===== src/sv/csp_pkg.sv =====
// ----------------------------------------------------------------------------
// csp_pkg: shared types and constants for the CIGAR string parser
// Character codes, operation codes, the command passed from the front end
// to the back end, and the result record.
// ----------------------------------------------------------------------------
package csp_pkg;

  localparam int LEN_W = 31;
  typedef logic [LEN_W-1:0] len_t;
  localparam len_t LEN_MAX = '1;

  localparam logic [7:0] CH_STAR = 8'h2A;
  localparam logic [7:0] CH_M    = 8'h4D;
  localparam logic [7:0] CH_EQ   = 8'h3D;
  localparam logic [7:0] CH_X    = 8'h58;
  localparam logic [7:0] CH_I    = 8'h49;
  localparam logic [7:0] CH_D    = 8'h44;
  localparam logic [7:0] CH_N    = 8'h4E;
  localparam logic [7:0] CH_S    = 8'h53;
  localparam logic [7:0] CH_H    = 8'h48;
  localparam logic [7:0] CH_P    = 8'h50;
  localparam logic [7:0] CH_ZERO = 8'h30;
  localparam logic [7:0] CH_NINE = 8'h39;

  typedef enum logic [3:0] {
    OP_NONE = 4'd0,
    OP_M    = 4'd1,
    OP_EQ   = 4'd2,
    OP_X    = 4'd3,
    OP_INS  = 4'd4,
    OP_DEL  = 4'd5,
    OP_SKIP = 4'd6,
    OP_SOFT = 4'd7,
    OP_HARD = 4'd8
  } op_t;

  // Command from front end to back end
  typedef struct packed {
    logic        first;
    logic [31:0] origin;
    logic        last;
    logic        rec;
    logic        star;
    op_t         code;
    len_t        len;
  } cmd_t;

  // One result record
  typedef struct packed {
    logic        kind;
    op_t         code;
    len_t        len;
    logic        read_used;
    logic [31:0] read_start;
    logic        ref_used;
    logic [31:0] ref_start;
    logic [31:0] read_length;
    len_t        match_total;
    len_t        insert_total;
    len_t        delete_total;
    len_t        clip_total;
  } res_t;

  function automatic op_t char_to_op(input logic [7:0] c);
    op_t op;
    unique case (c)
      CH_M:    op = OP_M;
      CH_EQ:   op = OP_EQ;
      CH_X:    op = OP_X;
      CH_I:    op = OP_INS;
      CH_D:    op = OP_DEL;
      CH_N:    op = OP_SKIP;
      CH_S:    op = OP_SOFT;
      CH_H:    op = OP_HARD;
      default: op = OP_NONE;
    endcase
    return op;
  endfunction

  function automatic logic op_on_read(input op_t op);
    return (op == OP_M) || (op == OP_EQ) || (op == OP_X) || (op == OP_INS) ||
           (op == OP_SOFT) || (op == OP_HARD);
  endfunction

  function automatic logic op_on_ref(input op_t op);
    return (op == OP_M) || (op == OP_EQ) || (op == OP_X) || (op == OP_DEL) ||
           (op == OP_SKIP);
  endfunction

  function automatic len_t sat_add(input len_t a, input len_t b);
    logic [LEN_W:0] s;
    s = {1'b0, a} + {1'b0, b};
    return (s > {1'b0, LEN_MAX}) ? LEN_MAX : s[LEN_W-1:0];
  endfunction

endpackage


===== src/sv/csp_front.sv =====
// ----------------------------------------------------------------------------
// csp_front: character intake and classification
// Accumulates decimal run lengths, tracks the star stop flag, and turns each
// character into a command for the back end when it has work to do.
// ----------------------------------------------------------------------------
module csp_front
  import csp_pkg::*;
(
  input  logic        clk,
  input  logic        rst,
  input  logic        in_valid,
  output logic        in_ready,
  input  logic [7:0]  ch,
  input  logic        first,
  input  logic [31:0] origin,
  input  logic        last,
  input  logic        full,
  output logic        push,
  output cmd_t        cmd
);

  localparam int PROD_W = LEN_W + 4;

  len_t              number_acc, number_acc_next;
  logic              stopped, stopped_next;
  logic              acc;
  logic              stop_eff;
  len_t              acc_eff;
  op_t               code;
  logic              is_digit;
  logic [PROD_W-1:0] prod;

  assign in_ready = !full;
  assign acc      = in_valid && in_ready;

  always_comb begin
    stop_eff        = first ? 1'b0 : stopped;
    acc_eff         = first ? '0 : number_acc;
    code            = char_to_op(ch);
    is_digit        = (ch >= CH_ZERO) && (ch <= CH_NINE);
    prod            = ({4'b0, acc_eff} << 3) + ({4'b0, acc_eff} << 1) +
                      PROD_W'(ch[3:0]);
    number_acc_next = acc_eff;
    stopped_next    = stop_eff;
    cmd.first       = first;
    cmd.origin      = origin;
    cmd.last        = last;
    cmd.rec         = 1'b0;
    cmd.star        = 1'b0;
    cmd.code        = OP_NONE;
    cmd.len         = '0;
    if (!stop_eff) begin
      priority if (is_digit) begin
        number_acc_next = (prod > PROD_W'(LEN_MAX)) ? LEN_MAX : prod[LEN_W-1:0];
      end else if (ch == CH_STAR) begin
        stopped_next = 1'b1;
        cmd.rec      = 1'b1;
        cmd.star     = 1'b1;
      end else if (ch == CH_P) begin
        number_acc_next = '0;
      end else if (code != OP_NONE) begin
        cmd.rec         = 1'b1;
        cmd.code        = code;
        cmd.len         = acc_eff;
        number_acc_next = '0;
      end else begin
        // unknown character: keep pending digits
        number_acc_next = acc_eff;
      end
    end
  end

  assign push = acc && (first || last || cmd.rec);

  always_ff @(posedge clk) begin
    if (rst) begin
      number_acc <= '0;
      stopped    <= 1'b0;
    end else if (acc) begin
      number_acc <= number_acc_next;
      stopped    <= stopped_next;
    end
  end

`ifndef NO_ASSERTIONS
  a_begin_clears_stop: assert property (@(posedge clk) disable iff (rst)
    (acc && first && ch != CH_STAR) |=> !stopped)
    else $error("stop flag survived a new string");
`endif

endmodule


===== src/sv/csp_queue.sv =====
// ----------------------------------------------------------------------------
// csp_queue: command queue between front end and back end
// Four-entry FIFO so that intake and record output stall independently.
// ----------------------------------------------------------------------------
module csp_queue
  import csp_pkg::*;
(
  input  logic clk,
  input  logic rst,
  input  logic push,
  input  cmd_t wr_cmd,
  input  logic pop,
  output cmd_t head,
  output logic full,
  output logic empty
);

  localparam int DEPTH = 4;
  localparam int PTR_W = $clog2(DEPTH);

  cmd_t             slots [DEPTH];
  logic [PTR_W-1:0] wr_ptr, rd_ptr;
  logic [PTR_W:0]   count;

  assign full  = (count == (PTR_W+1)'(DEPTH));
  assign empty = (count == '0);
  assign head  = slots[rd_ptr];

  always_ff @(posedge clk) begin
    if (push) begin
      slots[wr_ptr] <= wr_cmd;
    end
  end

  always_ff @(posedge clk) begin
    if (rst) begin
      wr_ptr <= '0;
      rd_ptr <= '0;
      count  <= '0;
    end else begin
      if (push) begin
        wr_ptr <= wr_ptr + 1'b1;
      end
      if (pop) begin
        rd_ptr <= rd_ptr + 1'b1;
      end
      unique case ({push, pop})
        2'b10:   count <= count + 1'b1;
        2'b01:   count <= count - 1'b1;
        default: count <= count;
      endcase
    end
  end

`ifndef NO_ASSERTIONS
  a_no_overflow: assert property (@(posedge clk) disable iff (rst)
    (full |-> !push) and (empty |-> !pop))
    else $error("command queue overflow or underflow");
`endif

endmodule


===== src/sv/csp_back.sv =====
// ----------------------------------------------------------------------------
// csp_back: command execution and record output
// Keeps read and reference positions and the running totals, builds the
// operation and summary records, and holds them in the output register.
// ----------------------------------------------------------------------------
module csp_back
  import csp_pkg::*;
#(
  parameter int POS_WIDTH = 32
) (
  input  logic clk,
  input  logic rst,
  input  logic empty,
  input  cmd_t head,
  output logic pop,
  output logic out_valid,
  input  logic out_ready,
  output res_t res
);

  logic [POS_WIDTH-1:0] read_pos, ref_pos;
  logic [POS_WIDTH-1:0] base_rp, base_fp, rp_next, fp_next;
  len_t                 match_sum, insert_sum, delete_sum, clip_sum;
  len_t                 match_next, insert_next, delete_next, clip_next;
  logic                 phase, phase_next;
  logic                 out_free, needs_out, fire, emit_summary, hold_cmd;
  logic                 nz, rdu, rfu;
  res_t                 res_next;

  assign out_free     = !out_valid || out_ready;
  assign needs_out    = phase || head.rec || head.last;
  assign fire         = !empty && (!needs_out || out_free);
  assign emit_summary = phase || (!head.rec && head.last);
  // keep the command at the head while its summary is still owed
  assign hold_cmd     = !phase && head.rec && head.last;
  assign pop          = fire && !hold_cmd;
  assign phase_next   = fire ? hold_cmd : phase;

  always_comb begin
    if (!phase && head.first) begin
      base_rp     = '0;
      base_fp     = POS_WIDTH'(head.origin);
      match_next  = '0;
      insert_next = '0;
      delete_next = '0;
      clip_next   = '0;
    end else begin
      base_rp     = read_pos;
      base_fp     = ref_pos;
      match_next  = match_sum;
      insert_next = insert_sum;
      delete_next = delete_sum;
      clip_next   = clip_sum;
    end
    rp_next = base_rp;
    fp_next = base_fp;
    nz      = (head.len != '0);
    rdu     = 1'b0;
    rfu     = 1'b0;
    if (!phase && head.rec) begin
      if (head.star) begin
        match_next  = '0;
        insert_next = '0;
        delete_next = '0;
        clip_next   = '0;
      end else begin
        rdu = op_on_read(head.code) && nz;
        rfu = op_on_ref(head.code) && nz;
        if (rdu) begin
          rp_next = base_rp + POS_WIDTH'(head.len);
        end
        if (rfu) begin
          fp_next = base_fp + POS_WIDTH'(head.len);
        end
        unique case (head.code)
          OP_M, OP_EQ, OP_X: match_next  = sat_add(match_next, head.len);
          OP_INS:            insert_next = sat_add(insert_next, head.len);
          OP_DEL:            delete_next = sat_add(delete_next, head.len);
          OP_SOFT, OP_HARD:  clip_next   = sat_add(clip_next, head.len);
          default:           ;
        endcase
      end
    end

    res_next.kind         = emit_summary;
    res_next.code         = emit_summary ? OP_NONE : head.code;
    res_next.len          = emit_summary ? '0 : head.len;
    res_next.read_used    = !emit_summary && rdu;
    res_next.read_start   = (!emit_summary && rdu) ? 32'(base_rp) : '0;
    res_next.ref_used     = !emit_summary && rfu;
    res_next.ref_start    = (!emit_summary && rfu) ? 32'(base_fp) : '0;
    res_next.read_length  = 32'(rp_next);
    res_next.match_total  = match_next;
    res_next.insert_total = insert_next;
    res_next.delete_total = delete_next;
    res_next.clip_total   = clip_next;
  end

  always_ff @(posedge clk) begin
    if (rst) begin
      read_pos   <= '0;
      ref_pos    <= '0;
      match_sum  <= '0;
      insert_sum <= '0;
      delete_sum <= '0;
      clip_sum   <= '0;
      phase      <= 1'b0;
      out_valid  <= 1'b0;
    end else begin
      if (fire) begin
        read_pos   <= rp_next;
        ref_pos    <= fp_next;
        match_sum  <= match_next;
        insert_sum <= insert_next;
        delete_sum <= delete_next;
        clip_sum   <= clip_next;
      end
      phase <= phase_next;
      if (fire && needs_out) begin
        out_valid <= 1'b1;
      end else if (out_ready) begin
        out_valid <= 1'b0;
      end
    end
  end

  always_ff @(posedge clk) begin
    if (fire && needs_out) begin
      res <= res_next;
    end
  end

`ifndef NO_ASSERTIONS
  a_phase_has_cmd: assert property (@(posedge clk) disable iff (rst)
    phase |-> (!empty && head.rec && head.last))
    else $error("summary pending without its command");
  a_quiet_cmd_pops: assert property (@(posedge clk) disable iff (rst)
    (fire && !needs_out) |-> pop)
    else $error("command without output not retired");
  a_summary_follows: assert property (@(posedge clk) disable iff (rst)
    (fire && hold_cmd) |=> phase)
    else $error("summary step skipped");
`endif

endmodule


===== src/sv/cigar_string_parser.sv =====
// A record passes through the command queue and then the output register; a summary
// after an operation record of the same item follows it from the same queue entry.
// Throughput: one item per cycle while the command queue is not full; such an item
// yields two records from the output register in turn. Output rate is set by the back end.
// Reset (synchronous, active high) clears positions, totals, the pending run
// length, the stop flag and the command queue.
// ----------------------------------------------------------------------------
// cigar_string_parser: SAM CIGAR string parser
// Reads one CIGAR character per item and emits per-operation records with
// read/reference start positions and running totals, plus a summary record.
// ----------------------------------------------------------------------------
module cigar_string_parser
  import csp_pkg::*;
#(
  parameter int POS_WIDTH = 32
) (
  input  logic         clk,
  input  logic         rst,
  input  logic         s_tvalid,
  output logic         s_tready,
  input  logic [39:0]  s_tdata,  // ch[7:0], ref_origin[39:8]
  input  logic         s_tuser,  // begin_string
  input  logic         s_tlast,  // end_string
  output logic         m_tvalid,
  input  logic         m_tready,
  // op_code[3:0], op_len[34:4], read_used[35], read_start[67:36],
  // ref_used[68], ref_start[100:69], read_length[132:101],
  // match_total[163:133], insert_total[194:164], delete_total[225:195],
  // clip_total[256:226], zero pad[263:257]
  output logic [263:0] m_tdata,
  output logic         m_tuser   // kind
);

  cmd_t wr_cmd, head;
  logic push, pop, full, empty;
  res_t res;

  csp_front u_front (
    .clk      (clk),
    .rst      (rst),
    .in_valid (s_tvalid),
    .in_ready (s_tready),
    .ch       (s_tdata[7:0]),
    .first    (s_tuser),
    .origin   (s_tdata[39:8]),
    .last     (s_tlast),
    .full     (full),
    .push     (push),
    .cmd      (wr_cmd)
  );

  csp_queue u_queue (
    .clk    (clk),
    .rst    (rst),
    .push   (push),
    .wr_cmd (wr_cmd),
    .pop    (pop),
    .head   (head),
    .full   (full),
    .empty  (empty)
  );

  csp_back #(
    .POS_WIDTH (POS_WIDTH)
  ) u_back (
    .clk       (clk),
    .rst       (rst),
    .empty     (empty),
    .head      (head),
    .pop       (pop),
    .out_valid (m_tvalid),
    .out_ready (m_tready),
    .res       (res)
  );

  assign m_tuser = res.kind;
  assign m_tdata = {7'b0, res.clip_total, res.delete_total, res.insert_total,
                    res.match_total, res.read_length, res.ref_start, res.ref_used,
                    res.read_start, res.read_used, res.len, res.code};

endmodule


===== config.mk =====
export PLATFORM = sky130hd
export DESIGN_NAME = cigar_string_parser
export DESIGN_NICKNAME = d
export VERILOG_FILES = /design/src/sv/csp_pkg.sv /design/src/sv/csp_front.sv /design/src/sv/csp_queue.sv /design/src/sv/csp_back.sv /design/src/sv/cigar_string_parser.sv
export SDC_FILE = /design/constraint.sdc
export NUM_CORES = 2
export LEC_CHECK = 0
export BUFFER_PORTS_ARGS = -buffer_cell sky130_fd_sc_hd__buf_2
export CAP_MARGIN = 20
export CORE_MARGIN = 2
export CORE_UTILIZATION = 45
export DETAILED_ROUTE_END_ITERATION = 12
export SYNTH_ARGS = -nofsm -noshare
export SYNTH_HDL_FRONTEND = slang
export SYNTH_HIERARCHICAL = 1
export SYNTH_SLANG_ARGS = --single-unit

===== constraint.sdc =====
create_clock -name clk -period 36.4 [get_ports clk]
set_clock_uncertainty 0.15 [all_clocks]
set_input_delay 1.82 -clock clk [delete_from_list [all_inputs] [get_ports clk]]
set_output_delay 1.82 -clock clk [all_outputs]
set_load 0.02 [all_outputs]

## After elaboration in Yosys (flattened, before gate mapping)

Memory sizes are Yosys's and may differ from the RTL's. A register that Yosys moved wholly into a read port is not among the register bits.
Cells that the tools add are included.

- Bits in registers: 487
- Memory bits (writable): 284
- Input bits: 46
- Output and inout bits: 267
- Logic and storage cells: 168
- Memories: 1

- Add/sub/neg operators: 12
- Magnitude comparators: 7
- Equality and inequality tests: 21
- Mux-type cells: 59
- Reduce and logical (&&, ||, !) cells: 43

Memories:

| memory | words | bits a word | read ports | clocked after memory_dff | wr ports | RTL line | text |
|---|---|---|---|---|---|---|---|
| u_queue.slots | 4 | 71 | 1 | 1 | 1 | csp_queue.sv:21 | `cmd_t slots [DEPTH];` |

Operator list:

| kind | number |
|---|---|
| two-way mux 31 bit | 27 |
| two-way mux 32 bit | 8 |
| adder 31 x 31 -> 32 bit | 4 |
| > comparator 32 x 31 -> 1 bit, second input constant | 4 |
| two-way mux 35 bit | 3 |
| two-way mux 37 bit | 2 |
| adder 32 x 31 -> 32 bit | 2 |
| == test 8 x 7 -> 1 bit, second input constant | 8 |
| adder 34 x 32 -> 35 bit | 1 |
| adder 35 x 4 -> 35 bit | 1 |
| > comparator 35 x 31 -> 1 bit, second input constant | 1 |
| one-hot mux 4 bit (8 select lines) | 1 |
| nonzero test 31 bit | 1 |
| == test 4 x 3 -> 1 bit, second input constant | 4 |
| == test 8 x 6 -> 1 bit, second input constant | 2 |
| two-way mux 1 bit | 15 |
| logical AND 1 bit | 14 |
| logical OR 1 bit | 14 |
| == test 4 x 2 -> 1 bit, second input constant | 2 |
| >= comparator 8 x 6 -> 1 bit, second input constant | 1 |
| <= comparator 8 x 6 -> 1 bit, second input constant | 1 |
| logical NOT 1 bit | 8 |
| one-hot mux 3 bit (2 select lines) | 1 |
| adder 2 x 1 -> 2 bit, second input constant | 2 |
| 13 further kinds | 15 |

## Depth between registers and ports, before layout

- Word-level depth: 12
- Depth in mapped cells: 29

## Hierarchy

Netlist, hierarchy kept.

By module, submodules not included:

| module | instances | cells each | area an instance (um2) | seq. area each (um2) |
|---|---|---|---|---|
| csp_back | 1 | 4182 | 33986.3 | 11551.1 |
| csp_queue | 1 | 418 | 10755.3 | 8708.4 |
| csp_front | 1 | 549 | 4355.4 | 640.6 |
| cigar_string_parser | 1 | 8 | 56.3 | 0.0 |

## Worst setup path after synthesis

Ideal clock, no wire load.

- Path type: input -> register
- From: in m_tready
- To: reg u_back/res[0] (netlist name)
- Arrival: 13.523 ns
- Data required time: 35.367 ns
- Path slack: 21.844 ns
- Stages: 7
- Cell sequence: nand2b_1 > nor2_1 > or2_2 > clkbuf_1 > clkbuf_1 > clkbuf_1 > nor2_1

- Cells in the longest elaborated chain, start to end: 4

Ends and longest elaborated chain:

| what | RTL line | text |
|---|---|---|
| start, declared | cigar_string_parser.sv:25 | `input logic m_tready,` |
| logical OR 1 bit | csp_back.sv:30 | `assign out_free = !out_valid \|\| out_ready;` |
| logical OR 1 bit | csp_back.sv:32 | `assign fire = !empty && (!needs_out \|\| out_free);` |
| logical AND 1 bit | csp_back.sv:32 |  |
| logical AND 1 bit | csp_back.sv:128 | `if (fire && needs_out) begin` |

No other way between the ends.
A chain may end at the register's enable or synchronous reset.

==> reports/metrics.cfg <==
[placed_design]
dp_hpwl_um=118000
pre_cts_ws_ns=30.14
place.gp.congestion=0.950
numPortBuffers=305

[power_and_ir_drop]
pwr-share-clk_pct=21.4
p_sw_share_pct=46.2
p_leak_nw=20.5
intPower_mw=2.35
pwr-share-seq_pct=31.0
combPwrFrac_pct=47.6
vdd_drop_max_mv=0.0474
power_density_nw_per_um2=80.9
switchingPower_mw=2.02

[timing]
whs_ns=0.296
setup_slack_ns=30.04
relSlewSlack_pct=23.7
final-hold-violation-count=0
finalSetupViolCount=0
tightestPinTransition_ns=1.14
fmax_ghz=0.157
period_minus_slack_ns=6.36
tns_ns=0
finalMaxSlewViolations=0
grt_setup_unrepaired=false
layout_worst_path_cycle_share_pct=17.5

[logic_synthesis]
ys_ff_latch=773
postSynth.asyncResetShare_pct=0
synth.area.top_cells=edfxtp_1 (33%), dfxtp_1 (9.4%), ha_1 (4.3%), nand2_1 (3.9%), nor2_1 (3.6%)
syn_area_per_cell_um2=9.53
synth_top_flop_cell=edfxtp_1
yosysMostFrequentCell=edfxtp_1
synthCells=5157
yosysTopAreaCell=edfxtp_1
yosysWarningCount=6
synth_cell_types=118
synth_top_area_share_pct=33.1
synth_edf_count=542
ys_top_cells_by_count=edfxtp_1 (542), nand2_1 (510), nor2_1 (465), a21oi_1 (326), o21ai_0 (308)
ys_seq_area_share_pct=42.5
post_synth_instance_area_um2=49200

[route]
postRouteAntennaNets=0
wire_per_inst_um=25.3
drt_iter0_drc=4519
routed_wirelength_um=169000
drcViolationCount=0
num_vias=41800
viasPerCell=6.25
firstDrtPassIters=6

[critical_path]
crit_path_end_kind=flip-flop
critPathMaxFanout=118
crit_type=flip-flop to flip-flop
start_kind=flip-flop
crit_required_ns=36.80
arrival_ns=6.76

[floorplanning]
die_w_um=335
rows=121
pin_count=313
die_area_um2=112000
die_h_um=335
start_util_pct=45.3
core_area_um2=109000

[clock_tree]
cts_root_buf=clkbuf_16
cts.sink_count=773
post_cts.repair.setup_buffers=0
cts_tree=done
ctsResizeCount=0
ctsHoldBuffers=0
clk_pin_slew_worst_paths_ns=0.07
htreeDepth=3
cts-buffers-inserted=88
clkLatencyLatePin_ns=0.72
cts.path.max_buffers=3

[grt]
grt_util_all_layers_pct=29.4
grt-ovfl-total=0
grt_pass1_wl_um=249000
grt_pass1_vias=39000
antenna_found_initial=12
grt_max_degree=119

[layout]
drive_above_1_share_pct=13.5
fin_nets=5414
fillCellCount=10000
area_delta_synth_final_pct=9.98

[worst_hold_path]
min_path_type=flip-flop to flip-flop

[flow_run]
maxCapViolCount=0

[status]
status=complete, no violations

## stage by stage
stage	instances	utilization, %	total power [mW]	area [um^2]
global route	6686	49.8	4.57	54000
finish	6692	49.8	4.37	54100
global placement	6518	46.9	3.40	50900
detailed placement	6519	47.0	3.41	51000
CTS	6684	49.8	4.36	54000
floorplan	5163	-	2.76	49200
## worst paths after layout
kind                                           start                            endpoint  slack (ns)  cells after the start
setup / recovery                           flip-flop            u_back/res[35]$_DFFE_PP_       30.04                     12
hold reg to reg   u_back/insert_sum[30]$_SDFFE_PP0P_  u_back/insert_sum[30]$_SDFFE_PP0P_        0.30                      2
hold / removal    u_back/insert_sum[30]$_SDFFE_PP0P_  u_back/insert_sum[30]$_SDFFE_PP0P_        0.30                      2
setup reg to reg                           flip-flop            u_back/res[35]$_DFFE_PP_       30.04                     12
## layer usage
layer  GRT usage (%)  part of all wire [%]
met1            39.9                    42
met2            46.0                    45
met3            4.57                   8.1
met4            13.7                   5.0
met5               0                 0.034
## registers in the layout (all words and copies together) (netlist names), 3 cells and up, named ones only
name and count:
u_back/clip_sum 31, u_back/delete_sum 31, u_back/insert_sum 31, u_back/match_sum 31, u_back/read_pos 32, u_back/ref_pos 32, u_back/res 258, u_front/number_acc 31
u_queue/count 3, u_queue/slots 284
## cells by family (layout without fill, tap and decap cells)
logic type	after synthesis	after routing	share of synthesized area, %
fa+ha+maj	196	196	4.93
xor+xnor	261	261	4.65
simple gates	1696	1696	16.7
flops	773	773	42.5
compound gates	1523	1523	21.2
buf+inv	584	692	5.60
other cells	1	14	0.00763
mux	123	123	4.34
## worst max-delay path, stage by stage (launching register included)
cell	delay [ns]
dfxtp_4	0.60
mux4_2	0.64
nand2b_4	0.51
buf_12	0.53
buf_4	0.68
a32oi_1	0.19
or2_1	0.32
or4b_1	0.47
a21o_1	0.21
a211oi_2	0.94
nor3_1	0.38
a32o_1	0.38
nor2_1	0.09
## layout make-up
class / instances / area (um^2) / area share [%]
clock buffer: 111 / 2360 / 4.37
multi-input combinational: 3806 / 25600 / 47.4
sequential: 773 / 20900 / 38.7
clock inverter: 54 / 687 / 1.27
timing repair buffer: 378 / 2130 / 3.94
tap: 1414 / 1770 / 3.27
antenna: 7 / 17.5 / 0.0324
inverter: 149 / 559 / 1.03
## power groups by stage
stage | registers (mW) | clock network, mW | logic [mW]
2_1_floorplan | 1.55 | 0 | 1.21
3_3_place_gp | 1.38 | 0 | 2.02
3_5_place_dp | 1.37 | 0 | 2.04
4_1_cts | 1.36 | 0.949 | 2.05
5_1_grt | 1.38 | 0.982 | 2.21
6_report | 1.36 | 0.934 | 2.08
## cells in the final DEF, fill, tap and decap left out, drive strengths merged, types with 38 or more instances in the layout
master / netlist / final
a21oi: 331 / 331
xor2: 101 / 101
a32oi: 38 / 38
and3: 48 / 48
o22ai: 59 / 59
a211oi: 63 / 63
nand4: 39 / 39
o21a: 40 / 40
o31ai: 54 / 54
xnor2: 160 / 160
inv: 142 / 149
mux4: 71 / 71
o21ai: 331 / 331
edfxtp: 542 / 542
nand2: 511 / 511
nand2b: 50 / 50
buf: 213 / 378
mux2i: 43 / 43
nor3: 87 / 87
o211ai: 87 / 87
a21o: 78 / 78
a31oi: 72 / 72
clkbuf: 222 / 111
ha: 168 / 168
nor2b: 82 / 82
nand3: 91 / 91
dfxtp: 231 / 231
and2: 161 / 161
nor2: 468 / 468
No activity file was read; power rests on OpenSTA's default activity.
